### config.mk
export PLATFORM = sky130hd
export DESIGN_NAME = tw_odo_ctrl
export DESIGN_NICKNAME = d
export VERILOG_FILES = /design/src/sv/tw_odo_pkg.sv /design/src/sv/tw_odo_ctrl.sv
export SDC_FILE = /design/constraint.sdc
export NUM_CORES = 1
export LEC_CHECK = 0
export BUFFER_PORTS_ARGS = -buffer_cell sky130_fd_sc_hd__buf_2
export CAP_MARGIN = 10
export CELL_PAD_IN_SITES_DETAIL_PLACEMENT = 1
export CELL_PAD_IN_SITES_GLOBAL_PLACEMENT = 1
export CORE_MARGIN = 1
export CORE_UTILIZATION = 35
export CTS_CLUSTER_SIZE = 10
export DETAILED_ROUTE_END_ITERATION = 16
export GPL_ROUTABILITY_DRIVEN = 1
export PLACE_DENSITY = 0.66
export SLEW_MARGIN = 20
export SYNTH_ARGS = -nofsm -noshare
export SYNTH_HDL_FRONTEND = slang
export SYNTH_SLANG_ARGS = --single-unit
### constraint.sdc
create_clock -name clk_i -period 2.5 [get_ports clk_i]
set_input_delay 0.25 -clock clk_i [delete_from_list [all_inputs] [get_ports clk_i]]
set_output_delay 0.25 -clock clk_i [all_outputs]
set_load 0.05 [all_outputs]
### src/sv/tw_odo_pkg.sv
// Shared types, codes and constants of the tracking wheel odometry block.
package tw_odo_pkg;

  localparam int unsigned CFG_IDX_W  = 3;
  localparam int unsigned CFG_DATA_W = 48;
  localparam int unsigned CNT_W      = 6;
  localparam int unsigned DIV_STEPS  = 64;

  // pi in Q60 and the CORDIC gain in Q30
  localparam longint PI_Q60   = 64'sd3622009729038561421;
  localparam longint GAIN_Q30 = 64'sd652032874;

  typedef enum logic [2:0] {
    CFG_WHEEL_RADIUS  = 3'd0,
    CFG_RIGHT_OFFSET  = 3'd1,
    CFG_BACK_OFFSET   = 3'd2,
    CFG_START_HEADING = 3'd3,
    CFG_START_X       = 3'd4,
    CFG_START_Y       = 3'd5
  } cfg_idx_e;

  typedef enum logic [4:0] {
    OP_NOP, OP_LOAD, OP_HEAD, OP_MUL_R, OP_TRV_R, OP_MUL_B, OP_TRV_B, OP_PLAIN,
    OP_ARG_HALF, OP_ARG_MID, OP_HEAD_MOD, OP_MOD, OP_FOLD, OP_CORD, OP_TRIG,
    OP_CH_MUL, OP_DIV_INIT, OP_DIV, OP_CH_UMUL, OP_CH_SUM,
    OP_R1, OP_R2, OP_R3, OP_R4, OP_R5, OP_HFIX, OP_OUT
  } op_e;

  typedef enum logic [4:0] {
    ST_IDLE, ST_HEAD, ST_MUL_R, ST_TRV_R, ST_MUL_B, ST_TRV_B, ST_PLAIN,
    ST_ARG_HALF, ST_ARG_MID, ST_HEAD_MOD, ST_MOD, ST_FOLD, ST_CORD, ST_TRIG,
    ST_CH_MUL, ST_DIV_INIT, ST_DIV, ST_CH_UMUL, ST_CH_SUM,
    ST_R1, ST_R2, ST_R3, ST_R4, ST_R5, ST_HFIX, ST_OUT
  } state_e;

  typedef enum logic [1:0] {
    PASS_HALF, PASS_MID, PASS_HEAD
  } pass_e;

  typedef struct packed {
    op_e        op;
    logic [4:0] iter;
    logic       side;   // 0: back wheel / x, 1: right wheel / y
  } cmd_t;

  typedef struct packed {
    logic dth_zero;
  } sts_t;

  // pi rounded to the given number of fraction bits
  function automatic longint pi_at(input int frac);
    return (PI_Q60 + (64'sd1 <<< (59 - frac))) >>> (60 - frac);
  endfunction

  function automatic logic [29:0] atan_q30(input logic [4:0] i);
    logic [29:0] r;
    case (i)
      5'd0:  r = 30'd843314857;
      5'd1:  r = 30'd497837829;
      5'd2:  r = 30'd263043837;
      5'd3:  r = 30'd133525159;
      5'd4:  r = 30'd67021687;
      5'd5:  r = 30'd33543516;
      5'd6:  r = 30'd16775851;
      5'd7:  r = 30'd8388437;
      5'd8:  r = 30'd4194283;
      5'd9:  r = 30'd2097149;
      5'd10: r = 30'd1048576;
      5'd11: r = 30'd524288;
      5'd12: r = 30'd262144;
      5'd13: r = 30'd131072;
      5'd14: r = 30'd65536;
      5'd15: r = 30'd32768;
      5'd16: r = 30'd16384;
      5'd17: r = 30'd8192;
      5'd18: r = 30'd4096;
      5'd19: r = 30'd2048;
      5'd20: r = 30'd1024;
      5'd21: r = 30'd512;
      5'd22: r = 30'd256;
      5'd23: r = 30'd128;
      5'd24: r = 30'd64;
      5'd25: r = 30'd32;
      5'd26: r = 30'd16;
      5'd27: r = 30'd8;
      5'd28: r = 30'd4;
      5'd29: r = 30'd2;
      5'd30: r = 30'd1;
      default: r = 30'd0;
    endcase
    return r;
  endfunction

endpackage

### src/sv/tw_odo_ctrl.sv
// Sequencer of the odometry datapath and owner of the handshakes.
module tw_odo_ctrl #(
  parameter int unsigned CORDIC_STEPS    = 24,
  parameter int unsigned ANGLE_FRAC_BITS = 20
) (
  input  logic              clk_i,
  input  logic              rst_ni,
  input  logic              in_valid_i,
  output logic              in_ready_o,
  output logic              out_valid_o,
  input  logic              out_ready_i,
  input  tw_odo_pkg::sts_t  sts_i,
  output tw_odo_pkg::cmd_t  cmd_o
);

  localparam int unsigned MOD_STEPS = 31 - ANGLE_FRAC_BITS;
  localparam int unsigned CW = tw_odo_pkg::CNT_W;

  tw_odo_pkg::state_e state_q, state_d;
  tw_odo_pkg::pass_e  pass_q, pass_d;
  logic [CW-1:0]      cnt_q, cnt_d;
  logic               side_q, side_d;
  logic               out_valid_q, out_valid_d;

  always_ff @(posedge clk_i or negedge rst_ni) begin
    if (!rst_ni) begin
      state_q     <= tw_odo_pkg::ST_IDLE;
      pass_q      <= tw_odo_pkg::PASS_HALF;
      cnt_q       <= '0;
      side_q      <= 1'b0;
      out_valid_q <= 1'b0;
    end else begin
      state_q     <= state_d;
      pass_q      <= pass_d;
      cnt_q       <= cnt_d;
      side_q      <= side_d;
      out_valid_q <= out_valid_d;
    end
  end

  always_comb begin
    state_d     = state_q;
    pass_d      = pass_q;
    cnt_d       = cnt_q;
    side_d      = side_q;
    out_valid_d = out_valid_q & ~out_ready_i;
    in_ready_o  = 1'b0;
    cmd_o.op    = tw_odo_pkg::OP_NOP;
    cmd_o.iter  = cnt_q[4:0];
    cmd_o.side  = side_q;
    case (state_q)
      tw_odo_pkg::ST_IDLE: begin
        in_ready_o = 1'b1;
        if (in_valid_i) begin
          cmd_o.op = tw_odo_pkg::OP_LOAD;
          state_d  = tw_odo_pkg::ST_HEAD;
        end
      end
      tw_odo_pkg::ST_HEAD: begin
        cmd_o.op = tw_odo_pkg::OP_HEAD;
        state_d  = tw_odo_pkg::ST_MUL_R;
      end
      tw_odo_pkg::ST_MUL_R: begin
        cmd_o.op = tw_odo_pkg::OP_MUL_R;
        state_d  = tw_odo_pkg::ST_TRV_R;
      end
      tw_odo_pkg::ST_TRV_R: begin
        cmd_o.op = tw_odo_pkg::OP_TRV_R;
        state_d  = tw_odo_pkg::ST_MUL_B;
      end
      tw_odo_pkg::ST_MUL_B: begin
        cmd_o.op = tw_odo_pkg::OP_MUL_B;
        state_d  = tw_odo_pkg::ST_TRV_B;
      end
      tw_odo_pkg::ST_TRV_B: begin
        cmd_o.op = tw_odo_pkg::OP_TRV_B;
        state_d  = sts_i.dth_zero ? tw_odo_pkg::ST_PLAIN : tw_odo_pkg::ST_ARG_HALF;
      end
      tw_odo_pkg::ST_PLAIN: begin
        cmd_o.op = tw_odo_pkg::OP_PLAIN;
        state_d  = tw_odo_pkg::ST_ARG_MID;
      end
      tw_odo_pkg::ST_ARG_HALF: begin
        cmd_o.op = tw_odo_pkg::OP_ARG_HALF;
        pass_d   = tw_odo_pkg::PASS_HALF;
        cnt_d    = '0;
        state_d  = tw_odo_pkg::ST_MOD;
      end
      tw_odo_pkg::ST_ARG_MID: begin
        cmd_o.op = tw_odo_pkg::OP_ARG_MID;
        pass_d   = tw_odo_pkg::PASS_MID;
        cnt_d    = '0;
        state_d  = tw_odo_pkg::ST_MOD;
      end
      tw_odo_pkg::ST_HEAD_MOD: begin
        cmd_o.op = tw_odo_pkg::OP_HEAD_MOD;
        pass_d   = tw_odo_pkg::PASS_HEAD;
        cnt_d    = '0;
        state_d  = tw_odo_pkg::ST_MOD;
      end
      tw_odo_pkg::ST_MOD: begin
        cmd_o.op = tw_odo_pkg::OP_MOD;
        if (cnt_q == CW'(MOD_STEPS - 1)) begin
          cnt_d   = '0;
          state_d = (pass_q == tw_odo_pkg::PASS_HEAD) ? tw_odo_pkg::ST_HFIX
                                                      : tw_odo_pkg::ST_FOLD;
        end else begin
          cnt_d = cnt_q + CW'(1);
        end
      end
      tw_odo_pkg::ST_FOLD: begin
        cmd_o.op = tw_odo_pkg::OP_FOLD;
        cnt_d    = '0;
        state_d  = tw_odo_pkg::ST_CORD;
      end
      tw_odo_pkg::ST_CORD: begin
        cmd_o.op = tw_odo_pkg::OP_CORD;
        if (cnt_q == CW'(CORDIC_STEPS - 1)) begin
          cnt_d   = '0;
          state_d = tw_odo_pkg::ST_TRIG;
        end else begin
          cnt_d = cnt_q + CW'(1);
        end
      end
      tw_odo_pkg::ST_TRIG: begin
        cmd_o.op = tw_odo_pkg::OP_TRIG;
        if (pass_q == tw_odo_pkg::PASS_HALF) begin
          side_d  = 1'b0;
          state_d = tw_odo_pkg::ST_CH_MUL;
        end else begin
          state_d = tw_odo_pkg::ST_R1;
        end
      end
      tw_odo_pkg::ST_CH_MUL: begin
        cmd_o.op = tw_odo_pkg::OP_CH_MUL;
        state_d  = tw_odo_pkg::ST_DIV_INIT;
      end
      tw_odo_pkg::ST_DIV_INIT: begin
        cmd_o.op = tw_odo_pkg::OP_DIV_INIT;
        cnt_d    = '0;
        state_d  = tw_odo_pkg::ST_DIV;
      end
      tw_odo_pkg::ST_DIV: begin
        cmd_o.op = tw_odo_pkg::OP_DIV;
        if (cnt_q == CW'(tw_odo_pkg::DIV_STEPS - 1)) begin
          cnt_d   = '0;
          state_d = tw_odo_pkg::ST_CH_UMUL;
        end else begin
          cnt_d = cnt_q + CW'(1);
        end
      end
      tw_odo_pkg::ST_CH_UMUL: begin
        cmd_o.op = tw_odo_pkg::OP_CH_UMUL;
        state_d  = tw_odo_pkg::ST_CH_SUM;
      end
      tw_odo_pkg::ST_CH_SUM: begin
        cmd_o.op = tw_odo_pkg::OP_CH_SUM;
        if (!side_q) begin
          side_d  = 1'b1;
          state_d = tw_odo_pkg::ST_CH_MUL;
        end else begin
          state_d = tw_odo_pkg::ST_ARG_MID;
        end
      end
      tw_odo_pkg::ST_R1: begin
        cmd_o.op = tw_odo_pkg::OP_R1;
        state_d  = tw_odo_pkg::ST_R2;
      end
      tw_odo_pkg::ST_R2: begin
        cmd_o.op = tw_odo_pkg::OP_R2;
        state_d  = tw_odo_pkg::ST_R3;
      end
      tw_odo_pkg::ST_R3: begin
        cmd_o.op = tw_odo_pkg::OP_R3;
        state_d  = tw_odo_pkg::ST_R4;
      end
      tw_odo_pkg::ST_R4: begin
        cmd_o.op = tw_odo_pkg::OP_R4;
        state_d  = tw_odo_pkg::ST_R5;
      end
      tw_odo_pkg::ST_R5: begin
        cmd_o.op = tw_odo_pkg::OP_R5;
        state_d  = tw_odo_pkg::ST_HEAD_MOD;
      end
      tw_odo_pkg::ST_HFIX: begin
        cmd_o.op = tw_odo_pkg::OP_HFIX;
        state_d  = tw_odo_pkg::ST_OUT;
      end
      tw_odo_pkg::ST_OUT: begin
        // hold until the output register is free
        if (!out_valid_q || out_ready_i) begin
          cmd_o.op    = tw_odo_pkg::OP_OUT;
          out_valid_d = 1'b1;
          state_d     = tw_odo_pkg::ST_IDLE;
        end
      end
      default: state_d = tw_odo_pkg::ST_IDLE;
    endcase
  end

  assign out_valid_o = out_valid_q;

endmodule

# Word-level counts from Yosys, hierarchy flattened
# Cells that the tools add are included.
# classes
add_sub_neg,1
n_eq_ne,35
muxes,23
n_bitwise,2
n_reduce_logical,11
# ops
op,n
$pmux 5 s26,1
$pmux 5 s24,1
$eq 5x5->1 const B,10
$eq 5x4->1 const B,8
$mux 5,8
$pmux 6 s4,1
$eq 5x3->1 const B,4
$mux 6,3
$ne 2x2->1 const B,6
$eq 5x2->1 const B,2
$add 6x1->6 const B,1
$eq 6x4->1 const B,1
$eq 6x5->1 const B,1
$eq 6x6->1 const B,1
$mux 1,6
$pmux 2 s3,1
$eq 5x1->1 const B,1
$logic_not 5->1,1
$reduce_and 5->1,1
$reduce_or 5->1,1
$reduce_bool 4->1,1
$mux 3,1
$reduce_bool 3->1,1
$reduce_or 3->1,1
9 further kinds,9
# totals
regBits,15
wordCells,77

# Logic depth before layout (Yosys ltp)
# depth
depth_word,4
depth_mapped,7
ltp_nobuf,7

# Worst setup path after synthesis
# OpenSTA, ideal clock, no wires.
# synth_timing
path_kind,register to output
startpoint,reg state_q[2]
endpoint,out cmd_o[10] (netlist name)
arrival_ns,2.170
path_slack_ns,0.080
path_stages_with_launch,7
path_cell_list,dfrtp_1 > buf_6 > clkbuf_8 > buf_2 > nor2_1 > a21boi_0 > o21ai_0
# synth_rtl
element,line_no,rtl
start: declaration,tw_odo_ctrl.sv:19,"tw_odo_pkg::state_e state_q, state_d;"
start signal: assignment,tw_odo_ctrl.sv:27,state_q <= tw_odo_pkg::ST_IDLE;
start signal: assignment,tw_odo_ctrl.sv:33,state_q <= state_d;
end: declaration,tw_odo_ctrl.sv:13,output tw_odo_pkg::cmd_t cmd_o

# Worst setup path in the final report
# layout_timing
startpoint,reg cnt_q[0]
endpoint,reg state_q[3]
# layout_via
elab_chain_cells,3
word_cells_on_any_way,7
cone_classes,6 x eq/ne; 1 x reduce/logical
# layout_rtl
element,line_no,rtl
start: declaration,tw_odo_ctrl.sv:21,"logic [CW-1:0] cnt_q, cnt_d;"
start signal: assignment,tw_odo_ctrl.sv:35,cnt_q <= cnt_d;
"$eq 6x6->1, or another cell as far along",tw_odo_ctrl.sv:145,if (cnt_q == CW'(tw_odo_pkg::DIV_STEPS - 1)) begin
$ne 2x2->1 (no source line),-,
$reduce_and 5->1 (no source line) *,-,
# Every way passes the cells marked *; elsewhere a longest branch is shown, timed or not.
# A chain may end at the register's enable or synchronous reset.

==> impl_metrics.tcl <==
set metrics [dict create \
    outcome "completed" \
    p_int_mw 0.357 \
    combPwrFrac 0.020 \
    setup_viol_count_final 0 \
    layout_min_cycle_time_ns 2.08 \
    start_kind "register" \
    hold_viol_final 0 \
    path_max_fanout 5 \
    start_util 0.362 \
    viasPerCell 5.80 \
    synth_area_um2 1450 \
    clock_path_buffers 2 \
    cp_slowest_cell "dfrtp_1" \
    maxCapViolCount 0 \
    cts-htree-levels 1 \
    dr.pass1.iters 4 \
    overflow 0 \
    r2r_end "state_q[3]$_DFFE_PN0P_" \
    power_mw 0.466 \
    multi_input_area_um2 912 \
    ys_types 60 \
    grt_pass1_wl_um 6690 \
    fin_util 0.392 \
    coreArea_um2 4000 \
    cpPeakStageDelay_ns 0.41 \
    p_sw_frac 0.234 \
    portBuffers 17 \
    skew_ns 0.00330 \
    fin_crit_sh 0.831 \
    min_path_type "input port to async pin" \
    worstPathArrival_ns 2.22 \
    antenna_found_initial 0 \
    synthArstFlopShare 1.00 \
    clock-sinks 15 \
    yosys.area.top_type "dfrtp_1" \
    layout-drive-gt1-share 0.245 \
    wire_per_inst_um 17.6 \
    fillers 497 \
    r2r-start "cnt_q[0]$_DFFE_PN0P_" \
    rr_worst_depth 7 \
    avgSynthCellArea_um2 8.28 \
    cts_buffers 3 \
    die_h_um 66.3 \
    ant_nets 0 \
    synth-seq-cells 15 \
    clock_latency_ns 0.26 \
    place_congestion 0.851 \
    endpoint_kind "register" \
    worst_slew_pin_slew_ns 0.503 \
    num_vias 1380 \
    hpwl_um 3140 \
    path_cells "inv_1 -> ha_1 -> nand4bb_1 -> or2_4 -> a311oi_2 -> o311ai_2 -> mux2_4" \
    cts_root_buf "clkbuf_8" \
    ctsResizeCount 0 \
    tns_ns 0 \
    io_pins 18 \
    rsz0062_at_grt "no" \
    r2r_slack_ns 0.42 \
    clk_pin_slew_ns 0.07 \
    syn_inst 175 \
    critPathBufInv 1 \
    p_sw_mw 0.109 \
    synth_ff_type "dfrtp_1" \
    final_nets 196 \
    num_rows 23 \
    drtIter0Drc 83 \
    grt_max_degree 26 \
    die-area_um2 4400 \
    hold_ws_ns 0.433 \
    maxSlewViolCount 0 \
    clkPwrFrac 0.459 \
    grt_usage 0.204 \
    slew_headroom 0.665 \
    drcViolationCount 0 \
    crit_type "register to register" \
    die_w_um 66.3 \
    sequentialPowerShare 0.521 \
    vdd_drop_max_mv 0.155 \
    power_density_nw_per_um2 297 \
    synth_area_leaders "dfrtp_1 26%, a21oi_1 5.9%, nor2_1 4.9%, o21ai_0 4.8%, clkbuf_8 4.7%" \
    yosysWarnings 0 \
    cts_tree "yes" \
    synth_nets 182 \
    syn_to_final_growth_pct 8.12 \
    post_cts_buffers 0 \
    ff_latch_area_um2 375 \
    routed_wl_um 4190 \
    grt_pass1_vias 1354 \
    worst_ep_required_time_ns 2.64 \
    synth_edf_count 0 \
    ys_seq_area_frac 0.259 \
    fmax_mhz 481 \
    p_leak_nw 0.678 \
    yosysTopAreaCellShare 0.259 \
    cp_top_family "compound AO/OA/AOI/OAI gates" \
    num_antenna_cells 0 \
]
[layout by cell type (no fill, tap or decap), drive strengths merged, types with 2 or more instances in the layout]
cell,instances
o311ai,2
o22ai,3
nand2b,5
ha,2
nand4,3
o21ai,14
a22o,2
nor2,20
and2b,3
xnor2,2
a21boi,2
and2,2
buf,25
and3b,2
o211ai,2
nand2,8
clkbuf,3
and3,3
inv,4
nor3,2
xor2,5
nand3,5
nor4,2
dfrtp,15
or2,2
nor2b,5
o221ai,2
a21oi,17
a221oi,2
a2bb2oi,2
[per-layer routing]
metal	wire, µm	GRT usage	up-vias
li1	-	-	665
met1	1980	0.282	677
met2	1960	0.316	32
met3	173	0.0362	6
met4	68	0.0718	0
met5	0	0	-
[layout make-up]
cell class / count / share of cell area
multi-input cells: 139 / 0.582
flip-flops and latches: 15 / 0.240
repair buffers: 26 / 0.0990
well taps: 50 / 0.0399
clock buffers: 3 / 0.0264
inverters: 4 / 0.00958
clock inverters: 1 / 0.00319
[metrics by stage]
stage | area (µm²) | setup WS [ns] | instances
6_report | 1570 | 0.422 | 238
3_5_place_dp | 1510 | 0.435 | 233
5_1_grt | 1570 | 0.312 | 238
2_1_floorplan | 1450 | 0.0804 | 175
3_3_place_gp | 1510 | 0.502 | 233
4_1_cts | 1570 | 0.425 | 238
[power by group through the flow]
stage	registers (mW)	clock network, mW	logic [mW]
finish	0.243	0.214	0.00928
global route	0.242	0.228	0.0111
CTS	0.243	0.217	0.0100
detailed placement	0.247	0	0.00889
global placement	0.247	0	0.00858
floorplan	0.247	0	0.000419
[cell families (layout without fill, tap and decap cells)]
family,after synthesis,count (layout),share of synthesized area
AOI/OAI and AO/OA,59,59,0.278
and+or+nand+nor,69,69,0.275
buffers and inverters,21,34,0.111
adders and majority gates,2,2,0.0173
DFF,15,15,0.259
xor gates and xnor gates,7,7,0.0423
muxes,2,2,0.0173
[flip-flops by register name (all words and copies together) (netlist names)]
signal,count
pass_q,2
side_q,1
out_valid_o,1
cnt_q,6
state_q,5
[cells in the mapped netlist, drive strengths merged (3+ instances only)]
library cell / n
o21ai: 14
and2b: 3
nand2b: 5
clkbuf: 7
dfrtp: 15
nand4: 3
nor2: 20
and3: 3
a21oi: 17
nand2: 8
nor2b: 5
inv: 4
xor2: 5
nand3: 5
buf: 10
o22ai: 3
[timing repair]
action | in CTS | in global routing
endpoints found under the setup margin | 0 | 0
hold buffers | 1 | 0
hold endpoints to repair | 15 | 0
[how the worst max path moves through the flow]
stage	end	cells past startpoint	startpoint
after floorplan	cmd_o[10]	6	state_q[2]$_DFFE_PN0P_
after global placement	state_q[3]$_DFFE_PN0P_	7	cnt_q[0]$_DFFE_PN0P_
after detailed placement	state_q[3]$_DFFE_PN0P_	7	cnt_q[0]$_DFFE_PN0P_
after CTS	state_q[3]$_DFFE_PN0P_	7	cnt_q[0]$_DFFE_PN0P_
after global routing	cmd_o[9]	6	state_q[2]$_DFFE_PN0P_
final	state_q[3]$_DFFE_PN0P_	7	cnt_q[0]$_DFFE_PN0P_
Power figures use the tool's default switching activity.
